**config.mk**
```make
export PLATFORM = sky130hd
export DESIGN_NAME = bra_ctrl
export DESIGN_NICKNAME = d
export VERILOG_FILES = /design/src/boot_region_allocator_unit_macros.svh /design/src/bra_pkg.sv /design/src/bra_ctrl.sv
export SDC_FILE = /design/constraint.sdc
export NUM_CORES = 1
export LEC_CHECK = 0
export ABC_AREA = 1
export BUFFER_PORTS_ARGS = -buffer_cell sky130_fd_sc_hd__buf_2
export CAP_MARGIN = 25
export CORE_ASPECT_RATIO = 1.2
export CORE_UTILIZATION = 43
export DETAILED_ROUTE_END_ITERATION = 8
export GPL_TIMING_DRIVEN = 1
export PLACE_DENSITY = 0.82
export SYNTH_ARGS = -nofsm -noshare
export SYNTH_HDL_FRONTEND = slang
export SYNTH_SLANG_ARGS = --single-unit
```
**constraint.sdc**
```tcl
create_clock -name aclk -period 1.2 [get_ports aclk]
set_input_delay 0.06 -clock aclk [delete_from_list [all_inputs] [get_ports aclk]]
set_output_delay 0.06 -clock aclk [all_outputs]
set_load 0.03 [all_outputs]
```
**src/boot_region_allocator_unit_macros.svh**
```systemverilog
`ifndef BOOT_REGION_ALLOCATOR_UNIT_MACROS_SVH
`define BOOT_REGION_ALLOCATOR_UNIT_MACROS_SVH

// Implication checked in the same cycle.
`define BRA_ASSERT_IMP(lbl, ante, cons, msg) \
lbl: assert property (@(posedge aclk) disable iff (!aresetn) (ante) |-> (cons)) \
    else $error(msg);

// Implication checked in the cycle after the antecedent.
`define BRA_ASSERT_NXT(lbl, ante, cons, msg) \
lbl: assert property (@(posedge aclk) disable iff (!aresetn) (ante) |=> (cons)) \
    else $error(msg);

`endif

```
**src/bra_pkg.sv**
```systemverilog
package bra_pkg;

    localparam int USABLE_ENTRIES_DEF   = 32;
    localparam int RESERVED_ENTRIES_DEF = 64;
    localparam int ADDR_BITS_DEF        = 32;

    typedef enum logic [2:0] {
        FN_ADD         = 3'd0,
        FN_RESERVE     = 3'd1,
        FN_ALLOC       = 3'd2,
        FN_RD_USABLE   = 3'd3,
        FN_RD_RESERVED = 3'd4
    } func_t;

    typedef enum logic [2:0] {
        ST_OK    = 3'd0,
        ST_FULL  = 3'd1,
        ST_OVF   = 3'd2,
        ST_NOFIT = 3'd3,
        ST_IDX   = 3'd4
    } status_t;

    typedef enum logic [4:0] {
        S_IDLE,
        S_CHECK,
        S_MRD,
        S_MEV,
        S_MFL,
        S_URD,
        S_UEV,
        S_RRD,
        S_REV,
        S_IT1,
        S_IT2,
        S_TAIL,
        S_TT1,
        S_TT2,
        S_FOUND,
        S_EEV,
        S_DONE
    } state_t;

    typedef enum logic [4:0] {
        OP_NONE,
        OP_CAPTURE,
        OP_SETST,
        OP_MINIT_IN,
        OP_MINIT_FOUND,
        OP_MRD,
        OP_MEV,
        OP_MFLUSH,
        OP_MFIN,
        OP_SINIT,
        OP_URD,
        OP_UEV,
        OP_RRD,
        OP_REV,
        OP_T1,
        OP_T2I,
        OP_T2T,
        OP_TAIL,
        OP_ERD,
        OP_EEV,
        OP_LOAD
    } dp_op_t;

    typedef struct packed {
        dp_op_t  op;
        status_t st;
    } bra_cmd_t;

    typedef struct packed {
        logic [2:0] func;
        logic       len_zero;
        logic       addr_ovf;
        logic       tbl_full;
        logic       alloc_bad;
        logic       idx_ok;
        logic       mrd_end;
        logic       fl_done;
        logic       u_end;
        logic       u_skip;
        logic       r_end;
        logic       r_skip;
        logic       r_break;
        logic       r_try;
        logic       try_ok;
        logic       res_full;
        logic       tail_ok;
    } bra_sts_t;

endpackage

```
**src/bra_ctrl.sv**
```systemverilog
module bra_ctrl
    import bra_pkg::*;
(
    input  logic     aclk,
    input  logic     aresetn,
    input  logic     s_tvalid,
    output logic     s_tready,
    output logic     m_tvalid,
    input  logic     m_tready,
    input  bra_sts_t sts,
    output bra_cmd_t cmd
);

    state_t state_reg, state_next;
    logic   m_valid_reg, m_valid_next;
    logic   out_free;

    assign out_free = !m_valid_reg || m_tready;
    assign m_tvalid = m_valid_reg;
    assign s_tready = (state_reg == S_IDLE);

    always_ff @(posedge aclk) begin
        if (!aresetn) begin
            state_reg   <= S_IDLE;
            m_valid_reg <= 1'b0;
        end else begin
            state_reg   <= state_next;
            m_valid_reg <= m_valid_next;
        end
    end

    always_comb begin
        m_valid_next = m_valid_reg;
        if (cmd.op == OP_LOAD) begin
            m_valid_next = 1'b1;
        end else if (m_tready) begin
            m_valid_next = 1'b0;
        end
    end

    always_comb begin
        state_next = state_reg;
        case (state_reg)
            S_IDLE: begin
                if (s_tvalid) state_next = S_CHECK;
            end
            S_CHECK: begin
                case (sts.func)
                    FN_ADD, FN_RESERVE: begin
                        if (sts.len_zero || sts.addr_ovf || sts.tbl_full) state_next = S_DONE;
                        else state_next = S_MRD;
                    end
                    FN_ALLOC: begin
                        state_next = sts.alloc_bad ? S_DONE : S_URD;
                    end
                    FN_RD_USABLE, FN_RD_RESERVED: begin
                        state_next = sts.idx_ok ? S_EEV : S_DONE;
                    end
                    default: state_next = S_DONE;
                endcase
            end
            S_MRD:   state_next = sts.mrd_end ? S_MFL : S_MEV;
            S_MEV:   state_next = S_MRD;
            S_MFL: begin
                if (sts.fl_done) state_next = S_DONE;
            end
            S_URD:   state_next = sts.u_end ? S_DONE : S_UEV;
            S_UEV:   state_next = sts.u_skip ? S_URD : S_RRD;
            S_RRD:   state_next = sts.r_end ? S_TAIL : S_REV;
            S_REV: begin
                if (sts.r_skip) state_next = S_RRD;
                else if (sts.r_break) state_next = S_TAIL;
                else if (sts.r_try) state_next = S_IT1;
                else state_next = S_RRD;
            end
            S_IT1:   state_next = S_IT2;
            S_IT2:   state_next = sts.try_ok ? S_FOUND : S_RRD;
            S_TAIL:  state_next = sts.tail_ok ? S_TT1 : S_URD;
            S_TT1:   state_next = S_TT2;
            S_TT2:   state_next = sts.try_ok ? S_FOUND : S_URD;
            S_FOUND: state_next = sts.res_full ? S_DONE : S_MRD;
            S_EEV:   state_next = S_DONE;
            S_DONE: begin
                if (out_free) state_next = S_IDLE;
            end
            default: state_next = S_IDLE;
        endcase
    end

    always_comb begin
        cmd.op = OP_NONE;
        cmd.st = ST_OK;
        case (state_reg)
            S_IDLE: begin
                if (s_tvalid) cmd.op = OP_CAPTURE;
            end
            S_CHECK: begin
                case (sts.func)
                    FN_ADD, FN_RESERVE: begin
                        if (sts.len_zero) begin
                            cmd.op = OP_SETST;
                            cmd.st = ST_OK;
                        end else if (sts.addr_ovf) begin
                            cmd.op = OP_SETST;
                            cmd.st = ST_OVF;
                        end else if (sts.tbl_full) begin
                            cmd.op = OP_SETST;
                            cmd.st = ST_FULL;
                        end else begin
                            cmd.op = OP_MINIT_IN;
                        end
                    end
                    FN_ALLOC: begin
                        if (sts.alloc_bad) begin
                            cmd.op = OP_SETST;
                            cmd.st = ST_NOFIT;
                        end else begin
                            cmd.op = OP_SINIT;
                        end
                    end
                    FN_RD_USABLE, FN_RD_RESERVED: begin
                        if (sts.idx_ok) begin
                            cmd.op = OP_ERD;
                        end else begin
                            cmd.op = OP_SETST;
                            cmd.st = ST_IDX;
                        end
                    end
                    default: begin
                        cmd.op = OP_SETST;
                        cmd.st = ST_NOFIT;
                    end
                endcase
            end
            S_MRD: begin
                if (!sts.mrd_end) cmd.op = OP_MRD;
            end
            S_MEV:   cmd.op = OP_MEV;
            S_MFL:   cmd.op = sts.fl_done ? OP_MFIN : OP_MFLUSH;
            S_URD: begin
                if (sts.u_end) begin
                    cmd.op = OP_SETST;
                    cmd.st = ST_NOFIT;
                end else begin
                    cmd.op = OP_URD;
                end
            end
            S_UEV:   cmd.op = OP_UEV;
            S_RRD: begin
                if (!sts.r_end) cmd.op = OP_RRD;
            end
            S_REV:   cmd.op = OP_REV;
            S_IT1:   cmd.op = OP_T1;
            S_IT2:   cmd.op = OP_T2I;
            S_TAIL:  cmd.op = OP_TAIL;
            S_TT1:   cmd.op = OP_T1;
            S_TT2:   cmd.op = OP_T2T;
            S_FOUND: begin
                if (sts.res_full) begin
                    cmd.op = OP_SETST;
                    cmd.st = ST_FULL;
                end else begin
                    cmd.op = OP_MINIT_FOUND;
                end
            end
            S_EEV:   cmd.op = OP_EEV;
            S_DONE: begin
                if (out_free) cmd.op = OP_LOAD;
            end
            default: cmd.op = OP_NONE;
        endcase
    end

endmodule

```
==> summary.md, run 1 <==
| Metric | Value |
|---|---|
| Status | aborted with a tool error |
| Last stage | 5_1_grt |
| First error | [ERROR GRT-0232] Routing congestion too high. Check the congestion heatmap in the GUI. |
| Area share of the largest cell type after synthesis | 20.5% |
| Total track usage | 81.9% |
| IO Count | 33 |
| Number of synthesized flops with an enable pin | 0 |
| Clock Sinks | 6 |
| Placed cell area | 1270 um^2 |
| Netlist Area Pre-Place | 841 um^2 |
| CTS Root Cell | clkbuf_4 |
| H-tree levels | 1 |
| Clock Tree Buf Depth | 2 |
| Synth Warn # | 0 |
| Largest area contributor in the netlist | nand2_1 |
| Post-place setup slack | -0.275 ns |
| Synth top area cells | nand2_1, nor2_1, dfxtp_1 |
| Post-Synthesis Net Count | 194 |
| Number of core rows | 17 |
| Yosys cell types | 19 |
| Worst_ep kind | primary output |
| Total gr overflow | 122 |
| Post-synth top cells | nand2_1, nor2_1, inv_1 |
| Number of CTS-inserted buffers | 3 |
| Die height | 50.4 um |
| Port-buffer cells | 32 |
| Chip Width | 42.4 um |
| Post-synth ARST share | 0% |
| Sequential element share of the synthesized area | 14.3% |
| Worst_ep grt | cmd[4] |
| Most common cell in the netlist | nand2_1 |
| Starting density of the core | 46.0% |
| Yosys reg bits | 6 |
| Mapped Avg Cell Area | 4.92 um^2 |
| Routability-driven placement congestion ratio | 0.987 |
| Post-detail-place hpwl | 2580 um |
| Post-Syn Instances | 171 |
| Ys flop type | dfxtp_1 |
| Pin count of the biggest net entering global routing | 6 |
-- metrics by stage --
step | instances | setup TNS [ns] | hold slack (ns)
3_5_place_dp | 246 | -2.08 | 0.303
3_3_place_gp | 246 | -1.88 | 0.288
4_1_cts | 257 | -3.19 | 0.0301
2_1_floorplan | 171 | -0.144 | 0.184
-- metal layers --
metal	global-route usage, %	overflow
met5	11.4	0
met4	103	34
met3	43.2	0
met2	117	87
met1	72.5	1
-- kinds of logic after synthesis --
group,count (synthesis),synth area share (%)
AOI/OAI and AO/OA,17,11.2
buffers and inverters,31,13.8
DFF,6,14.3
and+or+nand+nor,117,60.7
-- repair_timing --
| action | 4_1_cts |
|---|---|
| setup endpoints to repair | 14 |
| buffers inserted | 8 |
| pin swaps | 31 |
| hold buffers | 0 |
| gates resized for setup | 86 |
==> inputs of run 2 (changes only) <==
--- a/config.mk
+++ b/config.mk
@@ -8,11 +8,11 @@
 export ABC_AREA = 1
 export BUFFER_PORTS_ARGS = -buffer_cell sky130_fd_sc_hd__buf_2
 export CAP_MARGIN = 25
-export CORE_ASPECT_RATIO = 1.2
-export CORE_UTILIZATION = 43
+export CORE_AREA = 2 2 63 65
 export DETAILED_ROUTE_END_ITERATION = 8
+export DIE_AREA = 0 0 65 67
 export GPL_TIMING_DRIVEN = 1
-export PLACE_DENSITY = 0.82
+export PLACE_DENSITY_LB_ADDON = 0.15
 export SYNTH_ARGS = -nofsm -noshare
 export SYNTH_HDL_FRONTEND = slang
 export SYNTH_SLANG_ARGS = --single-unit
==> constraint.sdc (replaced) <==
create_clock -name aclk -period 1.6 [get_ports aclk]
set_input_delay 0.08 -clock aclk [delete_from_list [all_inputs] [get_ports aclk]]
set_output_delay 0.08 -clock aclk [all_outputs]
set_load 0.03 [all_outputs]
==> run 2 against run 1 <==
Effect of this change:
- the flow now finishes without violations
- synthesized area is the same
- synthesized cell count stayed put
==> summary.md, run 2 <==
| Metric | Value |
|---|---|
| Layout area overhead | 76.5% |
| CP max-delay cell | dfxtp_4 |
| DR vias/cell | 4.58 |
| Area share of the largest cell type after synthesis | 20.5% (unchanged) |
| Post-route insts no fill | 270 |
| Post-detail-place hpwl | 2500 um (was 2580 um) |
| Pins Over Slew Limit | 0 |
| Synth Warn # | 0 (unchanged) |
| Pre-Repair DR Iteration Count | 4 |
| Commonest non-fill, non-tap cell in the layout | nand2_1 |
| Post-synth ARST share | 0% (unchanged) |
| CP max FO | 6 |
| Critical Path Start Type | register |
| Diode count | 0 |
| # fillers | 410 |
| Max reg flops | 5 |
| CP Cell Sequence | nor2_4, nand4_1, o21ai_1, a211oi_2, nand3_1, buf_6 |
| Via Count | 1237 |
| VDD IR-drop max | 0.327 mV |
| Most common cell in the netlist | nand2_1 (unchanged) |
| CP Capture Type | output pin |
| Clock Tree Buf Depth | 2 (unchanged) |
| Routability-driven placement congestion ratio | 0.893 (was 0.987) |
| Min setup slack post-route | 0.0301 ns |
| Min Tclk post-route | 1.57 ns |
| Clock-pin slew on the worst setup and hold paths | 0.04 ns |
| Pin count of the biggest net entering global routing | 7 |
| CP peak stage delay | 0.36 ns |
| Yosys cell types | 19 (unchanged) |
| Reg2reg setup slack | 0.10 ns |
| Number of synthesized flops with an enable pin | 0 (unchanged) |
| Initial drt markers | 41 |
| Synth top area cells | nand2_1, nor2_1, dfxtp_1 (unchanged) |
| DRC | 0 |
| Crit path DAT | 1.49 ns |
| Starting density of the core | 23.3% (was 46.0%) |
| Max-cap violations | 0 |
| Port-buffer cells | 32 (unchanged) |
| Drt total wl | 3210 um |
| Slew headroom | 72.8% |
| Initial antenna violation count | 0 |
| Total track usage | 14.3% |
| Fin. Hold Viols | 0 |
| DR WL/cell | 11.9 um |
| Core area | 3610 um^2 |
| Setup TNS | 0 ns |
| Total gr overflow | 0 |
| Post-DRT Antenna Nets | 0 |
| Min-Delay Path Class | input port to register |
| Share of cells above drive strength 1 | 44.6% |
| Clock latency on the worst-skew pair | 0.22 ns |
| IO Count | 33 (unchanged) |
| CTS Root Cell | clkbuf_8 (was clkbuf_4) |
| Setup Skew | 0.00199 ns |
| Pwr Density | 1250 nW/um^2 |
| Number of core rows | 22 (was 17) |
| Top Family by Delay on Critical Path | simple AND/OR/NAND/NOR gates |
| WS Path Type | register to output pin |
| Leakage | 0.800 nW |
| Buffers & Inverters on Critical Path | 1 |
| WP data required | 1.52 ns |
| H-tree levels | 1 (unchanged) |
| Post-synth top cells | nand2_1, nor2_1, inv_1 (unchanged) |
| Final period utilization | 98.1% |
| Status | completed (was aborted with a tool error) |
| Max Clock Freq | 637 MHz |
| Vias in the first global route | 1078 |
| Largest area contributor in the netlist | nand2_1 (unchanged) |
| Post-Syn Instances | 171 (unchanged) |
| Clock Sinks | 6 (unchanged) |
| Post-place setup slack | 0.0509 ns (was -0.275 ns) |
| Post-Synthesis Net Count | 194 (unchanged) |
| Worst-Margin Slew | 0.403 ns |
| WHS | 0.157 ns |
| Chip Width | 65 um (was 42.4 um) |
| Die area | 4360 um^2 |
| Yosys reg bits | 6 (unchanged) |
| Ys flop type | dfxtp_1 (unchanged) |
| Netlist Area Pre-Place | 841 um^2 (unchanged) |
| Most frequent cells in the layout | nand2_1, buf_2, inv_1, nor2_1, buf_4 |
| First-pass GRT wire length | 4770 um |
| Sequential element share of the synthesized area | 14.3% (unchanged) |
| Placed insts | 259 (was 246) |
| Number of CTS-inserted buffers | 3 (unchanged) |
| TritonCTS clock tree | done |
| Nets@finish | 247 |
| Mapped Avg Cell Area | 4.92 um^2 (unchanged) |
| Setup Viol. Count Final | 0 |
| Die height | 67 um (was 50.4 um) |
run 2: cell counts after synthesis:
No cell type changed its count.
run 2: repair_timing:
item                                    CTS  global route
endpoints found under the hold margin     0             0
gates cloned                              0             0
gates resized for setup                  24            65
pin swaps                                 7            17
buffers inserted                          6             3
endpoints found under the setup margin    7             7
hold buffers                              0             0
run 2: cell type report:
cell class / instances / area, um^2 / area share, %
multi-input cells: 134 / 796 / 53.6
repair buffers: 48 / 317 / 21.3
flip-flops and latches: 6 / 139 / 9.36
inverters: 31 / 131 / 8.85
well taps: 48 / 60.1 / 4.05
clock buffers: 3 / 41.3 / 2.78
run 2: worst paths after layout:
| path | start | endpoint | cells past startpoint |
|---|---|---|---|
| worst max register to register | state_reg[1] | state_reg[2] | 11 |
| worst min-delay path | m_tready | m_tvalid | 4 |
| worst max-delay path | state_reg[2] | cmd[4] | 6 |
| worst min register to register | m_tvalid | m_tvalid | 2 |
run 2: routing by layer:
layer,part of all wire [%],GRT usage [%],wire length [um],vias up
met5,0,0,0,-
met4,0.44,5.05,14,0
met3,3.8,3.04,123,2
met2,48,22.8,1550,31
met1,47,19.0,1520,552
li1,-,-,-,652
run 2: cells by family after synthesis:
kind of cell / share of synthesized area (%)
DFF: 14.3
buffers and inverters: 13.8
AOI/OAI and AO/OA: 11.2
and+or+nand+nor: 60.7
run 2: power by group:
| group | switching [mW] | internal [mW] |
|---|---|---|
| logic | 0.814 | 0.520 |
| clock network | 0.0625 | 0.161 |
| registers | 0.0916 | 0.205 |
| total | 0.968 | 0.886 |
run 2: metrics by stage:
| step | instance area, um^2 | utilization, % | total power, mW |
|---|---|---|---|
| after detailed placement | 1120 | 31.1 | 1.22 |
| after global placement | 1120 | 31.1 | 1.23 |
| after global routing | 1480 | 41.2 | 1.99 |
| after floorplan | 841 | - | 0.887 |
| after CTS | 1260 | 35.0 | 1.59 |
| final | 1480 | 41.2 | 1.85 |
run 2: worst min-delay path, cell delays in order:
cell and delay [ns]:
buf_2 0.07, inv_1 0.03, nand2_1 0.08, a21oi_1 0.07
No activity file was read; power rests on OpenSTA's default activity.
==> inputs of run 3 (changes only) <==
--- a/config.mk
+++ b/config.mk
@@ -6,13 +6,15 @@
 export NUM_CORES = 1
 export LEC_CHECK = 0
 export ABC_AREA = 1
-export BUFFER_PORTS_ARGS = -buffer_cell sky130_fd_sc_hd__buf_2
 export CAP_MARGIN = 25
 export CORE_AREA = 2 2 63 65
+export CTS_CLUSTER_SIZE = 20
 export DETAILED_ROUTE_END_ITERATION = 8
 export DIE_AREA = 0 0 65 67
+export DONT_BUFFER_PORTS = 1
 export GPL_TIMING_DRIVEN = 1
 export PLACE_DENSITY_LB_ADDON = 0.15
 export SYNTH_ARGS = -nofsm -noshare
 export SYNTH_HDL_FRONTEND = slang
 export SYNTH_SLANG_ARGS = --single-unit
+export TNS_END_PERCENT = 5
==> run 3 against run 2 <==
Effect of this change:
- the run now ends with setup timing left
- highest routed layer unchanged
- sequential power down 4%
- largest cell class unchanged
- clock skew fell by 0.0018 ns
- combinational power is 8% higher
- final cell count shrank 8.5%
- non-clock buffer count down 23
- critical path type unchanged
- power grew 5.0%
- count of clock-buffer cells in the layout did not move
==> summary.md, run 3 (synthesized netlist as in run 2, its figures left out) <==
| Metric | Value |
|---|---|
| Status | finished, violations left (was completed) |
| Failing checks | setup timing |
| Critical Path Start Type | register (unchanged) |
| CP Capture Type | output pin (unchanged) |
| Pre-Repair DR Iteration Count | 4 (unchanged) |
| Min setup slack post-route | -0.0283 ns (was 0.0301 ns) |
| # fillers | 409 (was 410) |
| First-pass GRT wire length | 4960 um (was 4770 um) |
| Layout area overhead | 60.3% (was 76.5%) |
| H-tree levels | 1 (unchanged) |
| DR vias/cell | 4.86 (was 4.58) |
| Most frequent cells in the layout | nand2_1, nor2_1, inv_1 (was nand2_1, buf_2, inv_1, nor2_1, buf_4) |
| Leakage | 0.678 nW (was 0.800 nW) |
| Total gr overflow | 0 (unchanged) |
| Reg2reg setup slack | 0.11 ns (was 0.10 ns) |
| Starting density of the core | 23.3% (unchanged) |
| Diode count | 0 (unchanged) |
| Worst-Margin Slew | 0.391 ns (was 0.403 ns) |
| DR WL/cell | 13.0 um (was 11.9 um) |
| Setup Skew | 0.000210 ns (was 0.00199 ns) |
| Fin. Hold Viols | 0 (unchanged) |
| Initial antenna violation count | 0 (unchanged) |
| Chip Width | 65 um (unchanged) |
| Number of core rows | 22 (unchanged) |
| Port-buffer cells | 0 (was 32) |
| DRC | 0 (unchanged) |
| Via Count | 1200 (was 1237) |
| Post-DRT Antenna Nets | 0 (unchanged) |
| Setup TNS | -0.0308 ns (was 0 ns) |
| Pin count of the biggest net entering global routing | 7 (unchanged) |
| Max Clock Freq | 614 MHz (was 637 MHz) |
| Max-cap violations | 0 (unchanged) |
| Slew headroom | 73.7% (was 72.8%) |
| WP data required | 1.52 ns (about the same) |
| Drt total wl | 3220 um (was 3210 um) |
| Routability-driven placement congestion ratio | 0.895 (was 0.893) |
| Number of CTS-inserted buffers | 3 (unchanged) |
| Final period utilization | 102% (was 98.1%) |
| Clock latency on the worst-skew pair | 0.22 ns (about the same) |
| Clock Sinks | 6 (unchanged) |
| Post-detail-place hpwl | 2470 um (was 2500 um) |
| WS Path Type | register to output pin (unchanged) |
| Clock Tree Buf Depth | 2 (unchanged) |
| Vias in the first global route | 1107 (was 1078) |
| Post-place setup slack | -0.122 ns (was 0.0509 ns) |
| FF+latch area | 136 um^2 (was 139 um^2) |
| Total track usage | 14.8% (was 14.3%) |
| IO Count | 33 (unchanged) |
| Min-Delay Path Class | input port to register (unchanged) |
| VDD IR-drop max | 0.438 mV (was 0.327 mV) |
| Pins Over Slew Limit | 0 (unchanged) |
| Setup Viol. Count Final | 2 (was 0) |
| Pwr Total | 1.95 mW (was 1.85 mW) |
| Die area | 4360 um^2 (unchanged) |
| Commonest non-fill, non-tap cell in the layout | nand2_1 (unchanged) |
| Pwr Density | 1440 nW/um^2 (was 1250 nW/um^2) |
| Clock-pin slew on the worst setup and hold paths | 0.03 ns (was 0.04 ns) |
| Die height | 67 um (unchanged) |
| CP max FO | 5 (was 6) |
| Core area | 3610 um^2 (unchanged) |
| Footprint of the multi-input gates | 738 um^2 (was 796 um^2) |
| Util after Layout | 37.4% (was 41.2%) |
| Max reg flops | 5 (unchanged) |
| Crit path DAT | 1.55 ns (was 1.49 ns) |
| Initial drt markers | 84 (was 41) |
| Unrepaired setup endpoints after global routing | yes |
| TritonCTS clock tree | done (unchanged) |
| Min Tclk post-route | 1.63 ns (was 1.57 ns) |
| CTS Root Cell | clkbuf_8 (unchanged) |
| Nets@finish | 224 (was 247) |
| Share of cells above drive strength 1 | 35.2% (was 44.6%) |
## run 3: cell types whose count changed in the layout (fill, tap and decap cells not counted), sizes merged
| cell | before | now |
|---|---|---|
| buf | 47 | 24 |
| dlygate4sd3 | 0 | 1 |
| clkbuf | 4 | 3 |
## run 3: final cells by class
cell class | instances | share of cell area, %
clock buffer | 3 | 3.06
inverter | 31 | 9.19
multi-input combinational | 134 | 54.8
sequential | 6 | 10.1
tap | 48 | 4.46
timing repair buffer | 25 | 18.4
## run 3: path summary, 6_finish.rpt
path / from / endpoint / depth (start not counted)
hold reg to reg: m_tvalid / m_tvalid / 2
setup / recovery: state_reg[2] / cmd[5] / 8
hold / removal: aresetn / state_reg[0] / 2
setup reg to reg: state_reg[0] / state_reg[4] / 9
## run 3: per-stage QoR
step / std cells / hold slack (ns) / area [um^2]
2_1_floorplan: 171 / 0.204 / 841
6_report: 247 / 0.0611 / 1350
3_3_place_gp: 233 / 0.210 / 1060
3_5_place_dp: 233 / 0.218 / 1060
4_1_cts: 244 / 0.0616 / 1280
5_1_grt: 247 / 0.0921 / 1350
## run 3: power by group
part	switching, mW	internal [mW]	leakage [nW]	total (mW)
Combinational	0.805	0.638	0.604	1.44
Sequential	0.0804	0.203	0.0522	0.284
Clock	0.0597	0.161	0.0216	0.221
## run 3: worst max-delay path, stage by stage, from the launching register on
cell     delay, ns
dfxtp_4       0.37
inv_2         0.06
nand2_2       0.13
nor2_2        0.08
nor2_2        0.16
o21ai_2       0.11
nor2_1        0.10
nand4_1       0.15
buf_12        0.17
## run 3: metal layers
layer	GRT usage, %	vias up	share of wire, %
li1	-	608	-
met5	0	-	0
met1	19.0	539	41
met3	1.86	6	7.0
met2	25.0	47	51
met4	5.85	0	1.1
## run 3: what timing repair did
item | 4_1_cts | 5_1_grt
resized for setup | 41 | 19
hold endpoints to repair | 1 | 0
setup buffers | 7 | 3
hold buffers | 1 | 0
pin swaps | 7 | 12
setup endpoints to repair | 7 | 9
==> inputs of run 4 (changes only) <==
--- a/config.mk
+++ b/config.mk
@@ -5,7 +5,6 @@
 export SDC_FILE = /design/constraint.sdc
 export NUM_CORES = 1
 export LEC_CHECK = 0
-export ABC_AREA = 1
 export CAP_MARGIN = 25
 export CORE_AREA = 2 2 63 65
 export CTS_CLUSTER_SIZE = 20
==> run 4 against run 3 <==
Effect of this change:
- die area stayed put
- the flow still finishes with violations (setup timing)
- synthesized area rose by 17%
- sequential cell count unchanged
- combinational power shrank 36%
==> summary.md, run 4 <==
| Metric | Value |
|---|---|
| Total track usage | 18.7% (was 14.8%) |
| TritonCTS clock tree | done (unchanged) |
| Fraction of power consumed by sequential logic | 14.9% (was 14.6%) |
| Core area | 3610 um^2 (unchanged) |
| Fin. Hold Viols | 0 (unchanged) |
| Initial drt markers | 119 (was 84) |
| Post-detail-place hpwl | 3030 um (was 2470 um) |
| Mapped Avg Cell Area | 6.64 um^2 (was 4.92 um^2) |
| Clock Tree Buf Depth | 2 (unchanged) |
| Yosys reg bits | 6 (unchanged) |
| Most frequent cells in the layout | buf_4, nand2_1, a21oi_1, o21ai_0 (was nand2_1, nor2_1, inv_1) |
| DR vias/cell | 5.52 (was 4.86) |
| Unrepaired setup endpoints after global routing | yes (unchanged) |
| Share of total power in the clock network | 16.8% (was 11.3%) |
| Buffers & Inverters on Critical Path | 2 (unchanged) |
| Share of cells above drive strength 1 | 41.5% (was 35.2%) |
| Synth Warn # | 0 (unchanged) |
| Routability-driven placement congestion ratio | 0.868 (was 0.895) |
| Setup Skew | 0.00522 ns (was 0.000210 ns) |
| # fillers | 380 (was 409) |
| Layout area overhead | 57.8% (was 60.3%) |
| Commonest non-fill, non-tap cell in the layout | buf_4 (was nand2_1) |
| IO Count | 33 (unchanged) |
| Failing checks | setup timing (unchanged) |
| Clock-pin slew on the worst setup and hold paths | 0.04 ns (was 0.03 ns) |
| Pins Over Slew Limit | 0 (unchanged) |
| Internal cell power | 0.790 mW (was 1.00 mW) |
| CP max FO | 6 (was 5) |
| Max-cap violations | 0 (unchanged) |
| Via Count | 1330 (was 1200) |
| Min Tclk post-route | 1.75 ns (was 1.63 ns) |
| Max Clock Freq | 571 MHz (was 614 MHz) |
| CP peak stage delay | 0.36 ns (was 0.37 ns) |
| Post-Synthesis Net Count | 171 (was 194) |
| Number of core rows | 22 (unchanged) |
| WP data required | 1.52 ns (about the same) |
| Vias in the first global route | 1353 (was 1107) |
| WS Path Type | register to output pin (unchanged) |
| CTS Root Cell | clkbuf_8 (unchanged) |
| Util after Layout | 43.0% (was 37.4%) |
| Sequential element share of the synthesized area | 12.2% (was 14.3%) |
| Leakage | 0.652 nW (was 0.678 nW) |
| Area share of the largest cell type after synthesis | 12.2% (was 20.5%) |
| Min-Delay Path Class | input port to register (unchanged) |
| Diode count | 0 (unchanged) |
| CP dominant cell by count | buf_6 (was nor2_2) |
| WHS | 0.0107 ns (was 0.0611 ns) |
| Min setup slack post-route | -0.152 ns (was -0.0283 ns) |
| Die height | 67 um (unchanged) |
| CP Capture Type | output pin (unchanged) |
| Max reg flops | 5 (unchanged) |
| Setup Viol. Count Final | 7 (was 2) |
| Largest area contributor in the netlist | dfxtp_1 (was nand2_1) |
| Netlist Area Pre-Place | 983 um^2 (was 841 um^2) |
| Drt total wl | 3920 um (was 3220 um) |
| Nets@finish | 218 (was 224) |
| VDD IR-drop max | 0.484 mV (was 0.438 mV) |
| Pre-Repair DR Iteration Count | 8 (was 4) |
| Clock Sinks | 6 (unchanged) |
| Status | finished, violations left (unchanged) |
| Slew headroom | 76.1% (was 73.7%) |
| Top Family by Delay on Critical Path | simple AND/OR/NAND/NOR gates (unchanged) |
| Starting density of the core | 27.3% (was 23.3%) |
| Pwr Density | 867 nW/um^2 (was 1440 nW/um^2) |
| Switching power | 0.556 mW (was 0.945 mW) |
| Post-synth top cells | nand2_1, a21oi_1, o21ai_0 (was nand2_1, nor2_1, inv_1) |
| First-pass GRT wire length | 6370 um (was 4960 um) |
| H-tree levels | 1 (unchanged) |
| Synth top area cells | dfxtp_1, nand2_1, a21oi_1 (was nand2_1, nor2_1, dfxtp_1) |
| Critical Path Start Type | register (unchanged) |
| Total gr overflow | 0 (unchanged) |
| Chip Width | 65 um (unchanged) |
| Yosys cell types | 52 (was 19) |
| DRC | 0 (unchanged) |
| Clock latency on the worst-skew pair | 0.22 ns (about the same) |
| Most common cell in the netlist | nand2_1 (unchanged) |
| CP max-delay cell | dfxtp_4 (unchanged) |
| Pwr Total | 1.35 mW (was 1.95 mW) |
| Port-buffer cells | 0 (unchanged) |
| Die area | 4360 um^2 (unchanged) |
| Final period utilization | 110% (was 102%) |
| Ys flop type | dfxtp_1 (unchanged) |
| DR WL/cell | 16.3 um (was 13.0 um) |
| Worst-Margin Slew | 0.354 ns (was 0.391 ns) |
| Post-DRT Antenna Nets | 0 (unchanged) |
| Initial antenna violation count | 0 (unchanged) |
| Pin count of the biggest net entering global routing | 15 (was 7) |
| Post-synth ARST share | 0% (unchanged) |
| Crit path DAT | 1.67 ns (was 1.55 ns) |
| Number of synthesized flops with an enable pin | 0 (unchanged) |
| CP Cell Sequence | or2_4, buf_6, or3_1, a21boi_1, or4_4, buf_6 (was inv_2, nand2_2, nor2_2, nor2_2, o21ai_2, nor2_1, nand4_1, buf_12) |
| Sw frac | 41.3% (was 48.5%) |
| Combinational fraction of design power | 68.3% (was 74.1%) |
| Number of CTS-inserted buffers | 3 (unchanged) |
| Post-Syn Instances | 148 (was 171) |
run 4: power by group through the flow:
stage / Clock, mW / Combinational (mW) / Sequential, mW
after global routing: 0.252 / 0.976 / 0.204
final: 0.226 / 0.919 / 0.201
after CTS: 0.233 / 0.883 / 0.199
after global placement: 0 / 0.783 / 0.197
after floorplan: 0 / 0.456 / 0.183
after detailed placement: 0 / 0.776 / 0.197
run 4: cell type report:
type,count,area [um^2],area share [%]
Sequential cell,6,130,8.39
Timing Repair Buffer,54,460,29.7
Inverter,6,22.5,1.45
Clock buffer,3,41.3,2.66
Tap cell,48,60.1,3.87
Multi-Input combinational cell,124,837,54.0
run 4: path summary, 6_finish.rpt:
| path | slack, ns | startpoint | to | cells past startpoint |
|---|---|---|---|---|
| setup / recovery | -0.15 | state_reg[1] | cmd[5] | 6 |
| hold / removal | 0.01 | aresetn | state_reg[4] | 2 |
| setup reg to reg | 0.06 | state_reg[1] | state_reg[1] | 6 |
| hold reg to reg | 0.64 | m_tvalid | state_reg[4] | 3 |
run 4: cells by family (layout without fill, tap and decap cells):
family / Yosys count / count (layout) / share of synthesized area (%)
XOR/XNOR: 2 / 2 / 1.78
buffers and inverters: 18 / 63 / 10.2
AND/OR/NAND/NOR: 66 / 66 / 37.3
AO/OA/AOI/OAI: 54 / 54 / 36.5
flip-flops: 6 / 6 / 12.2
multiplexers: 2 / 2 / 2.04
run 4: metrics by stage:
stage	setup WS (ns)	cell area, um^2	std cells	TNS, ns
2_1_floorplan	0.0471	991	148	0
3_3_place_gp	-0.0933	1330	227	-0.152
3_5_place_dp	-0.0591	1330	227	-0.122
4_1_cts	-0.148	1510	240	-0.720
5_1_grt	-0.197	1550	241	-1.24
6_report	-0.152	1550	241	-0.722
run 4: repair_timing:
| item | 4_1_cts | 5_1_grt |
|---|---|---|
| cloned | 0 | 0 |
| hold buffers | 1 | 0 |
| setup endpoints to repair | 9 | 10 |
| hold endpoints to repair | 3 | 0 |
| gates resized for setup | 19 | 12 |
| pin swaps | 7 | 12 |
| setup buffers | 9 | 1 |
run 4: routing by layer:
layer / wire (um) / share of wire, % / global-route usage (%) / vias up
li1: - / - / - / 650
met1: 1650 / 42 / 22.9 / 623
met2: 2000 / 51 / 33.2 / 53
met3: 233 / 5.9 / 3.55 / 4
met4: 40 / 1.0 / 5.05 / 0
met5: 0 / 0 / 0 / -
